===== src/rtl/core/lrn_window.sv =====
// Channel sample store: a shift line, newest sample at entry 0, one read port.
// Depends on nothing but its parameters.
module lrn_window #(
  parameter int MAX_WINDOW  = 16,
  parameter int SAMPLE_BITS = 16,
  parameter int IW          = (MAX_WINDOW > 1) ? $clog2(MAX_WINDOW) : 1
) (
  input  logic                   clk_i,
  input  logic                   shift_i,
  input  logic [SAMPLE_BITS-1:0] sample_i,
  input  logic [IW-1:0]          rd_idx_i,
  output logic [SAMPLE_BITS-1:0] rd_data_o
);

  logic [SAMPLE_BITS-1:0] mem_q [MAX_WINDOW];

  always_ff @(posedge clk_i) begin
    if (shift_i) begin
      mem_q[0] <= sample_i;
      for (int i = 1; i < MAX_WINDOW; i++) begin
        mem_q[i] <= mem_q[i-1];
      end
    end
  end

  always_comb begin
    rd_data_o = mem_q[0];
    for (int i = 0; i < MAX_WINDOW; i++) begin
      if (rd_idx_i == IW'(i)) begin
        rd_data_o = mem_q[i];
      end
    end
  end

endmodule


===== config.mk =====
export PLATFORM = sky130hd
export DESIGN_NAME = lrn_window
export DESIGN_NICKNAME = d
export VERILOG_FILES = /design/src/rtl/core/lrn_window.sv
export SDC_FILE = /design/constraint.sdc
export NUM_CORES = 1
export LEC_CHECK = 0
export BUFFER_PORTS_ARGS = -buffer_cell sky130_fd_sc_hd__buf_2
export CORE_MARGIN = 2
export CORE_UTILIZATION = 35
export CTS_BUF_LIST = sky130_fd_sc_hd__clkbuf_2
export DETAILED_ROUTE_END_ITERATION = 8
export GPL_ROUTABILITY_DRIVEN = 0
export PLACE_DENSITY = 0.53
export REMOVE_ABC_BUFFERS = 1
export SYNTH_ARGS = -nofsm -noshare
export SYNTH_HDL_FRONTEND = slang
export SYNTH_SLANG_ARGS = --single-unit

===== constraint.sdc =====
create_clock -name clk_i -period 4.6 [get_ports clk_i]
set_clock_uncertainty 0.2 [all_clocks]
set_input_delay 0.69 -clock clk_i [delete_from_list [all_inputs] [get_ports clk_i]]
set_output_delay 0.69 -clock clk_i [all_outputs]
set_load 0.05 [all_outputs]

== Word level (Yosys, flattened, before mapping) ==
Memories as Yosys holds them, arrays and structs flattened.
Index checks and enable logic that the tools add are counted.

* Word-level logic and storage cells: 33
* Register bits: 0
* Bits in writable memories: 256
* Input port bits: 22
* Memories kept: 1
* Output and inout port bits: 16

* Muxes and demuxes: 17
* Equal/unequal tests: 15

{| class="wikitable"
|+ Memories
! memory !! depth !! bits a word !! rd ports !! clocked after memory_dff !! wr ports !! line !! source
|-
| mem_q || 16 || 16 || 16 || 0 || 16 || 15 || <nowiki>logic [SAMPLE_BITS-1:0] mem_q [MAX_WINDOW];</nowiki>
|}

{| class="wikitable"
|+ Operator list
! cell !! number
|-
| two-way mux 16 bit || 15
|-
| equality test 4 bit, second input constant || 8
|-
| equality test 4 x 3 -> 1 bit, second input constant || 4
|-
| equality test 4 x 2 -> 1 bit, second input constant || 2
|-
| equality test 4 x 1 -> 1 bit, second input constant || 1
|-
| two-way mux 1 bit || 2
|}

== Depth between registers and ports, before layout ==
Gate-level depths: netlist of the first run.

* Depth in word-level cells: 16
* Gate-level depth with buffers: 9
* Depth with buffers taken out: 5

== Worst setup path before layout of the first run ==
No wires, ideal clock.

* Path type: input port to output port
* From: input rd_idx_i[0]
* To: output rd_data_o[2]
* Buffers on the path: 4
* Data arrival time: 2.788 ns
* Data required time: 3.710 ns
* Slack: 0.922 ns
* Stages on the path: 9
* Cells stage by stage: buf_6 > buf_8 > buf_6 > buf_6 > nand2_1 > a21oi_1 > o211ai_1 > a21boi_0 > a211oi_1

* Longest elaborated chain between the ends: 16
* Elaborated cells between the ends (all ways): 30
* Those cells by class: eq/ne: 15; mux: 15

{| class="wikitable"
|+ Ends and longest elaborated chain
! what !! line !! source
|-
| start, declared || 11 || <nowiki>input logic [IW-1:0] rd_idx_i,</nowiki>
|-
| equality test 4 x 1 -> 1 bit || 29 || <nowiki>if (rd_idx_i == IW'(i)) begin</nowiki>
|-
| two-way mux 16 bit (14 in series) || 29 ||
|-
| two-way mux 16 bit (*) || 29 ||
|-
| end, declared || 12 || <nowiki>output logic [SAMPLE_BITS-1:0] rd_data_o</nowiki>
|}

Every way passes the cells marked *; elsewhere a longest branch is shown, timed or not.

== Final worst setup path of the first run ==
* From: input rd_idx_i[2]
* To: output rd_data_o[13]

The elaborated chain is that of the path after synthesis.

==> results of run 1 <==
-- through the flow --
stage	setup slack, ps	power, uW	instance area, um^2	std cells	utilization
finish	642.1	5030	12450	1288	0.4039
global route	544.8	5285	12450	1288	0.4039
CTS	701.4	5114	12450	1287	0.4038
detailed placement	704.7	3373	11610	1147	0.3766
global placement	719.2	3369	11610	1147	0.3766
floorplan	1088	3115	10700	689	-
-- area by class of cell --
class,count,area [um^2],area share
Timing Repair Buffer,78,576.8,0.04633
Sequential cell,256,7687,0.6174
Inverter,8,30.03,0.002412
Multi-Input combinational cell,425,2980,0.2394
Antenna cell,1,2.502,0.0002010
Clock inverter,25,182.7,0.01467
Tap cell,396,495.5,0.03979
Clock buffer,99,495.5,0.03979
-- kinds of logic after synthesis --
group,Yosys count,synth area share
and+or+nand+nor,151,0.07011
buffers and inverters,59,0.03279
DFF,256,0.6970
muxes,57,0.06875
AOI/OAI and AO/OA,217,0.1314
-- Yosys cell counts, types with 3 or more instances --
| cell type | number | area, um^2 |
|---|---|---|
| a31oi_1 | 6 | 37.54 |
| nor2b_1 | 15 | 93.84 |
| a211oi_1 | 6 | 45.04 |
| nor3_1 | 5 | 25.02 |
| o221ai_1 | 5 | 43.79 |
| edfxtp_1 | 256 | 7687 |
| o211ai_1 | 10 | 75.07 |
| buf_1 | 3 | 11.26 |
| o31ai_1 | 4 | 30.03 |
| buf_2 | 19 | 95.09 |
| nand2b_1 | 18 | 112.6 |
| a32oi_1 | 3 | 26.28 |
| mux2_2 | 7 | 78.83 |
| clkbuf_1 | 8 | 30.03 |
| o21ai_0 | 41 | 205.2 |
| mux2i_1 | 33 | 330.3 |
| o22ai_1 | 22 | 137.6 |
| buf_6 | 8 | 90.09 |
| mux2_1 | 3 | 33.78 |
| o2bb2ai_1 | 5 | 43.79 |
| a221oi_1 | 7 | 61.31 |
| inv_1 | 7 | 26.28 |
| mux4_2 | 14 | 315.3 |
| nand3_1 | 11 | 55.05 |
| a21o_1 | 3 | 22.52 |
| a22oi_1 | 15 | 112.6 |
| o32a_1 | 3 | 30.03 |
| nand2_1 | 44 | 165.2 |
| and3b_1 | 4 | 35.03 |
| a2bb2oi_1 | 5 | 43.79 |
| a21oi_1 | 55 | 275.3 |
| buf_4 | 12 | 90.09 |
| nor2_1 | 34 | 127.6 |
-- worst max-delay path by stage --
stage | start | endpoint | slack [ps] | cells after the start
finish | rd_idx_i[2] | rd_data_o[13] | 640 | 8
CTS | rd_idx_i[2] | rd_data_o[13] | 700 | 8
detailed placement | rd_idx_i[2] | rd_data_o[13] | 700 | 8
floorplan | rd_idx_i[1] | rd_data_o[2] | 1090 | 5
global placement | rd_idx_i[2] | rd_data_o[13] | 720 | 8
global route | rd_idx_i[2] | rd_data_o[13] | 540 | 8
-- power by group --
group,switching (uW),internal (uW)
Sequential,76.4,2720
Combinational,348,179
Clock,953,750
-- cells in the final DEF, fill, tap and decap left out, types with 4 or more instances in the layout --
cell type / instances
nor2b_1: 15
buf_2: 34
a211oi_1: 6
dlygate4sd3_1: 16
nand3_1: 11
buf_4: 24
a221oi_1: 7
and3b_1: 4
a21oi_1: 55
nor2_1: 34
mux2i_1: 33
o31ai_1: 4
o211ai_1: 10
a2bb2oi_1: 5
a22oi_1: 15
o2bb2ai_1: 5
clkinv_1: 17
clkbuf_2: 99
o221ai_1: 5
nor3_1: 5
edfxtp_1: 256
o22ai_1: 22
a31oi_1: 6
o21ai_0: 41
nand2_1: 44
inv_1: 7
mux4_2: 14
mux2_2: 7
nand2b_1: 18
-- layer usage --
metal / track usage / vias up / part of all wire
met2: 0.2328 / 274 / 0.45
met3: 0.03470 / 51 / 0.069
met4: 0.06439 / 0 / 0.023
met5: 0 / - / 0
li1: - / 3192 / -
met1: 0.2279 / 3347 / 0.46
==> flow_summary.yaml, run 1 <==
outcome:
  status: "finished clean"
place:
  dpl.hpwl_um: 16320
  io_buffers: 37
setup_path:
  critPathSlowestCell: "buf_2"
  path_delay_family: "buffers and inverters"
  r2r_start: "mem_q[0][8]"
  end_kind: "output port"
  path_max_fanout: 29
  cpPeakStageDelay_ps: 520
  ff2ff_path_depth: 0
  reg2reg_setup_slack_ps: 3580
  path_cells: "buf_2, buf_4, or2_1, a22oi_1, o21ai_0, o21ai_0, a22oi_1, buf_2"
  cp_num_buf_inv: 3
  cp-start-kind: "primary input"
  r2r-end: "mem_q[0][24]"
  arrival_ps: 3070
  worstPathRequired_ps: 3710
  criticalPathCategory: "primary input to output port"
global_routing:
  grt_first_pass_wirelength_um: 40460
  grt_pass1_vias: 6924
  grt_max_degree: 96
  antenna_found_initial: 1
  gr-usage-all-layers: 0.1584
  overflow: 0
synth:
  async_reset_ff_frac: 0
  synthesis.yosys.warnings: 0
  ys_types: 68
  syn_area_um2: 11030
  ys.flop_type: "edfxtp_1"
  synthCells: 740
  avgSynthCellArea_um2: 14.90
  yosysSeqAreaShare: 0.6970
  synth_seq_cells: 256
  synth_edf_count: 256
hold_path:
  min_path_cells: 1
  min_from: "shift_i"
  hp-class: "primary input to flop"
  min_delay_worst_endpoint: "mem_q[1][117]"
clock_tree:
  postCtsHoldBufs: 16
  worstSkewPairLatency_ps: 810
  clkTransAtPathRegs_ps: 90
  cts_sinks: 256
  clockBufferDepth: 3
  numCtsBuffers: 71
  cts_max_level: 3
  cts_root_buffer: "clkbuf_2"
  cts_setup_buffers: 0
  cts_tree: "built"
  cts_resized: 0
drt:
  drt_iter0_markers: 701
  drtAntennaViolNets: 0
  wl_per_cell_um: 20.11
  via_per_inst: 5.329
  drcViolationCount: 0
  dr.pass1.iters: 5
  num_vias: 6864
  finalWirelength_um: 25900
timing:
  period_needed_ps: 3958
  worstMarginPinSlew_ps: 791.5
  slew_headroom: 0.4713
  rsz0062_at_grt: "no"
  hold_viol: 0
  finalSetupViolations: 0
  fmax_mhz: 252.7
  drv_slew: 0
  holdWs_ps: 203.5
  finalSetupTns_ps: 0
  fin_crit_sh: 0.8604
cells_and_area:
  largest_register: "mem_q"
  areaGrowthSynthToFinish_pct: 12.89
  largest_reg_flops: 256
  nFillCells: 2873
  fin_nets: 862
  top_regs: "mem_q x256"
  drive_above_1_share: 0.2267
pwr:
  power_density_nw_per_um2: 404.0
  ir_worst_vdd_mv: 0.2620
  power.leakage_uw: 0.004406
die:
  rows: 64
  num_io_pins: 38
  die_area_um2: 32950
  die_w_um: 181.5
  start_util: 0.3578
  die_h_um: 181.5
  core_area_um2: 30830
flow_run:
  drv_cap: 0
Power figures use the tool's default switching activity.
==> run 2: changes to the inputs <==
- ABC_AREA: default -> 1
- GPL_TIMING_DRIVEN: default -> 0
==> flow_summary.yaml, run 2 <==
pwr:
  power_density_nw_per_um2: 395.7
  ir_worst_vdd_mv: 0.1828
  power.leakage_uw: 0.004726
  power_uw: 4744
cells_and_area:
  finish.utilization: 0.4023
  largest_reg_flops: 256
  layout_commonest_cell: "edfxtp_1"
  drive_above_1_share: 0.2044
  final_cell_mix: "edfxtp_1 (256), nand2_1 (242), clkbuf_2 (99)"
  top_regs: "mem_q x256"
  areaGrowthSynthToFinish_pct: 12.32
  largest_register: "mem_q"
  fin_nets: 1024
drt:
  dr.pass1.iters: 4
  drcViolationCount: 0
  num_vias: 6167
  wl_per_cell_um: 12.70
  finalWirelength_um: 18200
  via_per_inst: 4.304
  drtAntennaViolNets: 0
  drt_iter0_markers: 355
timing:
  finalSetupTns_ps: 0
  fmax_mhz: 240.0
  finalSetupViolations: 0
  slew_headroom: 0.4579
  period_needed_ps: 4166
  hold_viol: 0
  worstMarginPinSlew_ps: 810.2
  rsz0062_at_grt: "no"
  fin_crit_sh: 0.9057
  drv_slew: 0
synth:
  synth_xor_area_frac: 0
  synthesis.yosys.warnings: 0
  ys.flop_type: "edfxtp_1"
  yosysTopAreaCell: "edfxtp_1"
  ys_types: 28
  synthMuxAreaShare: 0
  synth_seq_cells: 256
  synthTopCellsByCount: "edfxtp_1 (256), nand2_1 (243), nand3_1 (84)"
  synth_top_family_by_area: "simple AND/OR/NAND/NOR gates"
  synth_top_area_frac: 0.7203
  synthAdderAreaFrac: 0
  avgSynthCellArea_um2: 11.70
  synth_edf_count: 256
  syn_area_um2: 10670
  synth.most_common_cell: "edfxtp_1"
  yosysSeqAreaShare: 0.7203
  synthCells: 912
  synth-compound-area-share: 0.05064
  synth_area_leaders: "edfxtp_1 (72%), nand2_1 (8.5%), nand3_1 (3.9%), inv_1 (2.3%), nor2_1 (2.3%)"
  yosys.area_share.simple: 0.1860
  async_reset_ff_frac: 0
global_routing:
  grt_pass1_vias: 6170
  grt_max_degree: 118
  overflow: 0
  antenna_found_initial: 1
  grt_first_pass_wirelength_um: 30470
  gr-usage-all-layers: 0.1199
die:
  core_area_um2: 29800
  rows: 63
  die_h_um: 178.6
  die_w_um: 178.6
  num_io_pins: 38
  start_util: 0.3582
  die_area_um2: 31910
setup_path:
  worstPathRequired_ps: 3710
  cp-start-kind: "primary input"
  path_max_fanout: 19
  arrival_ps: 3280
  end_kind: "output port"
  criticalPathCategory: "primary input to output port"
hold_path:
  hp-class: "primary input to flop"
place:
  io_buffers: 37
  dpl.hpwl_um: 11160
clock_tree:
  clkTransAtPathRegs_ps: 90
  cts_tree: "built"
  cts_root_buffer: "clkbuf_2"
  cts_setup_buffers: 0
  numCtsBuffers: 67
  cts_max_level: 3
  clockBufferDepth: 3
  cts_sinks: 256
  worstSkewPairLatency_ps: 800
flow_run:
  drv_cap: 0
outcome:
  status: "finished clean"
[run 2: layer usage]
layer | vias up | wire length (um) | global-route usage
met4 | 0 | 365 | 0.04607
li1 | 3331 | - | -
met3 | 35 | 906 | 0.03879
met1 | 2676 | 8687 | 0.1616
met5 | - | 0 | 0
met2 | 125 | 8236 | 0.1799
[run 2: worst paths after layout]
kind                     start            to  slack [ps]  depth (start not counted)
setup / recovery   rd_idx_i[0]  rd_data_o[0]         430                         20
hold / removal         shift_i  mem_q[0][35]         150                          1
setup reg to reg  mem_q[0][77]  mem_q[0][93]        3700                          0
hold reg to reg   mem_q[1][24]  mem_q[1][40]         210                          0
[run 2: timing repair]
item                                   in CTS  in global routing
setup endpoints to repair                   0                 16
endpoints found under the hold margin      16                  0
resized for setup                           0                  9
hold buffers                               16                  0
[run 2: final cells by class]
type,count,area [um^2]
Multi-Input combinational cell,551,2556
Fill cell,2889,17810
Inverter,70,266.5
Sequential cell,256,7687
Tap cell,390,488.0
Clock buffer,99,495.5
Timing Repair Buffer,56,425.4
Clock inverter,10,66.31
Antenna cell,1,2.502
[run 2: worst max-delay path, stage by stage]
cell and delay [ps]:
buf_2 140, inv_1 90, nand2_1 170, nor2_2 530, inv_2 280, o21ai_0 140
inv_1 50, nand2_1 60, nand2_1 60, nand3_1 70, nand3_1 90, nand3_1 110
nand3_1 90, nand3_1 110, nand2_1 80, nand2_1 60, nand3_1 90, nand2_1 100
nand2_1 50, buf_2 200
[run 2: cell families (layout without fill, tap and decap cells)]
group	Yosys count	count (layout)
DFF	256	256
and+or+nand+nor	453	453
AOI/OAI and AO/OA	98	98
other	0	1
buffers and inverters	105	235
[run 2: report_power, final]
group / internal [uW] / switching (uW)
clock: 620 / 887
combinational: 133 / 329
sequential: 2720 / 52.7
[run 2: through the flow]
stage,cell area [um^2],instances,setup WS [ps],hold slack (ps)
after floorplan,10480,877,723.4,216.6
final,11990,1433,433.6,154.4
after detailed placement,11230,1307,38.89,225.5
after CTS,11950,1432,37.82,57.10
after global placement,11150,1304,-998.6,220.4
after global routing,11990,1433,49.58,50.89
==> run 3: changes to the inputs <==
- CTS_CLUSTER_SIZE: default -> 28
- clock period: 4.6 -> 4.2 ns (I/O delays scaled with it)
==> flow_summary.yaml, run 3 (synthesis gave the netlist of run 2 again) <==
place:
  place_area_um2: 11230
  place_ws_ps: -241.1
  io_buffers: 37
  placed_cells: 1307
  dpl.hpwl_um: 11160
cells_and_area:
  nFillCells: 2886
  final_area_um2: 12080
  largest_reg_flops: 256
  layout_commonest_cell: "edfxtp_1"
  final_cell_mix: "edfxtp_1 (256), nand2_1 (241), clkbuf_2 (96)"
  areaGrowthSynthToFinish_pct: 13.20
  drive_above_1_share: 0.2101
  fin_nets: 1032
  largest_register: "mem_q"
  top_regs: "mem_q x256"
  instances_no_fill: 1443
drt:
  wl_per_cell_um: 12.73
  finalWirelength_um: 18360
  via_per_inst: 4.353
  drt_iter0_markers: 314
  drcViolationCount: 0
  drtAntennaViolNets: 0
  dr.pass1.iters: 5
  num_vias: 6281
timing:
  fin_crit_sh: 0.9413
  finalSetupViolations: 0
  drv_slew: 0
  rsz0062_at_grt: "yes"
  hold_viol: 0
  layout_setup_ws_ps: 246.4
  period_needed_ps: 3954
  worstMarginPinSlew_ps: 806.6
  finalSetupTns_ps: 0
  slew_headroom: 0.4603
  fmax_mhz: 252.9
setup_path:
  critPathSlowestCell: "or2_2"
  r2r-end: "mem_q[1][56]"
  end_kind: "output port"
  path_max_fanout: 24
  cp_num_cells: 16
  worstPathRequired_ps: 3370
  r2r_start: "mem_q[1][40]"
  path_delay_family: "simple AND/OR/NAND/NOR gates"
  cpPeakStageDelay_ps: 370
  cp-start-kind: "primary input"
  arrival_ps: 3120
  reg2reg_setup_slack_ps: 3300
  criticalPathCategory: "primary input to output port"
  ff2ff_path_depth: 0
  cp_num_buf_inv: 5
  path_cells: "buf_2, inv_1, nor2_1, inv_1, nor2_4, inv_1, or2_2, nand3_1, nand3_1, nand3_1, nand2_1, nand2_1, nand3_1, nand2_1, nand2_1, buf_2"
global_routing:
  gr-usage-all-layers: 0.1202
  overflow: 0
  grt_max_degree: 118
  grt_first_pass_wirelength_um: 30610
  antenna_found_initial: 1
  grt_pass1_vias: 6226
die:
  core_area_um2: 29800
  die_w_um: 178.6
  die_h_um: 178.6
  die_area_um2: 31910
  num_io_pins: 38
  rows: 63
  start_util: 0.3582
flow_run:
  drv_cap: 0
clock_tree:
  clkTransAtPathRegs_ps: 100
  clockBufferDepth: 3
  numCtsBuffers: 67
  cts_tree: "built"
  cts_sinks: 256
  worstSkewPairLatency_ps: 790
  cts_max_level: 3
  cts_root_buffer: "clkbuf_2"
pwr:
  power_uw: 5197
  power_density_nw_per_um2: 430.1
  ir_worst_vdd_mv: 0.1994
  power.leakage_uw: 0.004764
hold_path:
  min_delay_worst_endpoint: "mem_q[0][12]"
  hp-class: "primary input to flop"
  min_from: "shift_i"
  min_path_cells: 1
outcome:
  status: "finished clean"
run 3: worst max path at each step:
stage / to / from
global placement: mem_q[1][113] / shift_i
global route: rd_data_o[9] / rd_idx_i[1]
finish: rd_data_o[0] / rd_idx_i[3]
CTS: rd_data_o[9] / rd_idx_i[2]
floorplan: rd_data_o[5] / rd_idx_i[0]
detailed placement: rd_data_o[0] / rd_idx_i[3]
run 3: timing repair:
action | CTS | global route
hold buffers | 16 | 0
pin swaps | 0 | 1
hold endpoints to repair | 16 | 0
gates cloned | 0 | 2
setup endpoints to repair | 16 | 16
buffers inserted | 0 | 6
resized for setup | 7 | 11
run 3: report_power, final:
| part | switching (uW) | internal (uW) | total [uW] |
|---|---|---|---|
| combinational | 363 | 150 | 513 |
| clock | 977 | 668 | 1650 |
| sequential | 57.9 | 2980 | 3040 |
| total | 1400 | 3800 | 5200 |
run 3: layout make-up:
class | instances | area, um^2 | share of cell area
sequential | 256 | 7687 | 0.6363
multi-input combinational | 551 | 2579 | 0.2134
tap | 390 | 488.0 | 0.04039
clock buffer | 96 | 480.5 | 0.03977
timing repair buffer | 62 | 473.0 | 0.03915
inverter | 70 | 274.0 | 0.02268
clock inverter | 15 | 85.08 | 0.007042
timing repair inverter | 2 | 12.51 | 0.001036
antenna | 1 | 2.502 | 0.0002071
run 3: stage by stage:
step | util | hold slack (ps)
floorplan | - | 216.6
global placement | 0.3742 | 220.4
detailed placement | 0.3770 | 225.5
CTS | 0.4020 | 2.909
global route | 0.4055 | 19.30
finish | 0.4055 | 107.4
run 3: per-layer routing:
layer	GRT usage	share of wire	up-vias
li1	-	-	3358
met5	0	0	-
met1	0.1619	0.47	2735
met3	0.03303	0.052	42
met2	0.1815	0.46	146
met4	0.05318	0.020	0
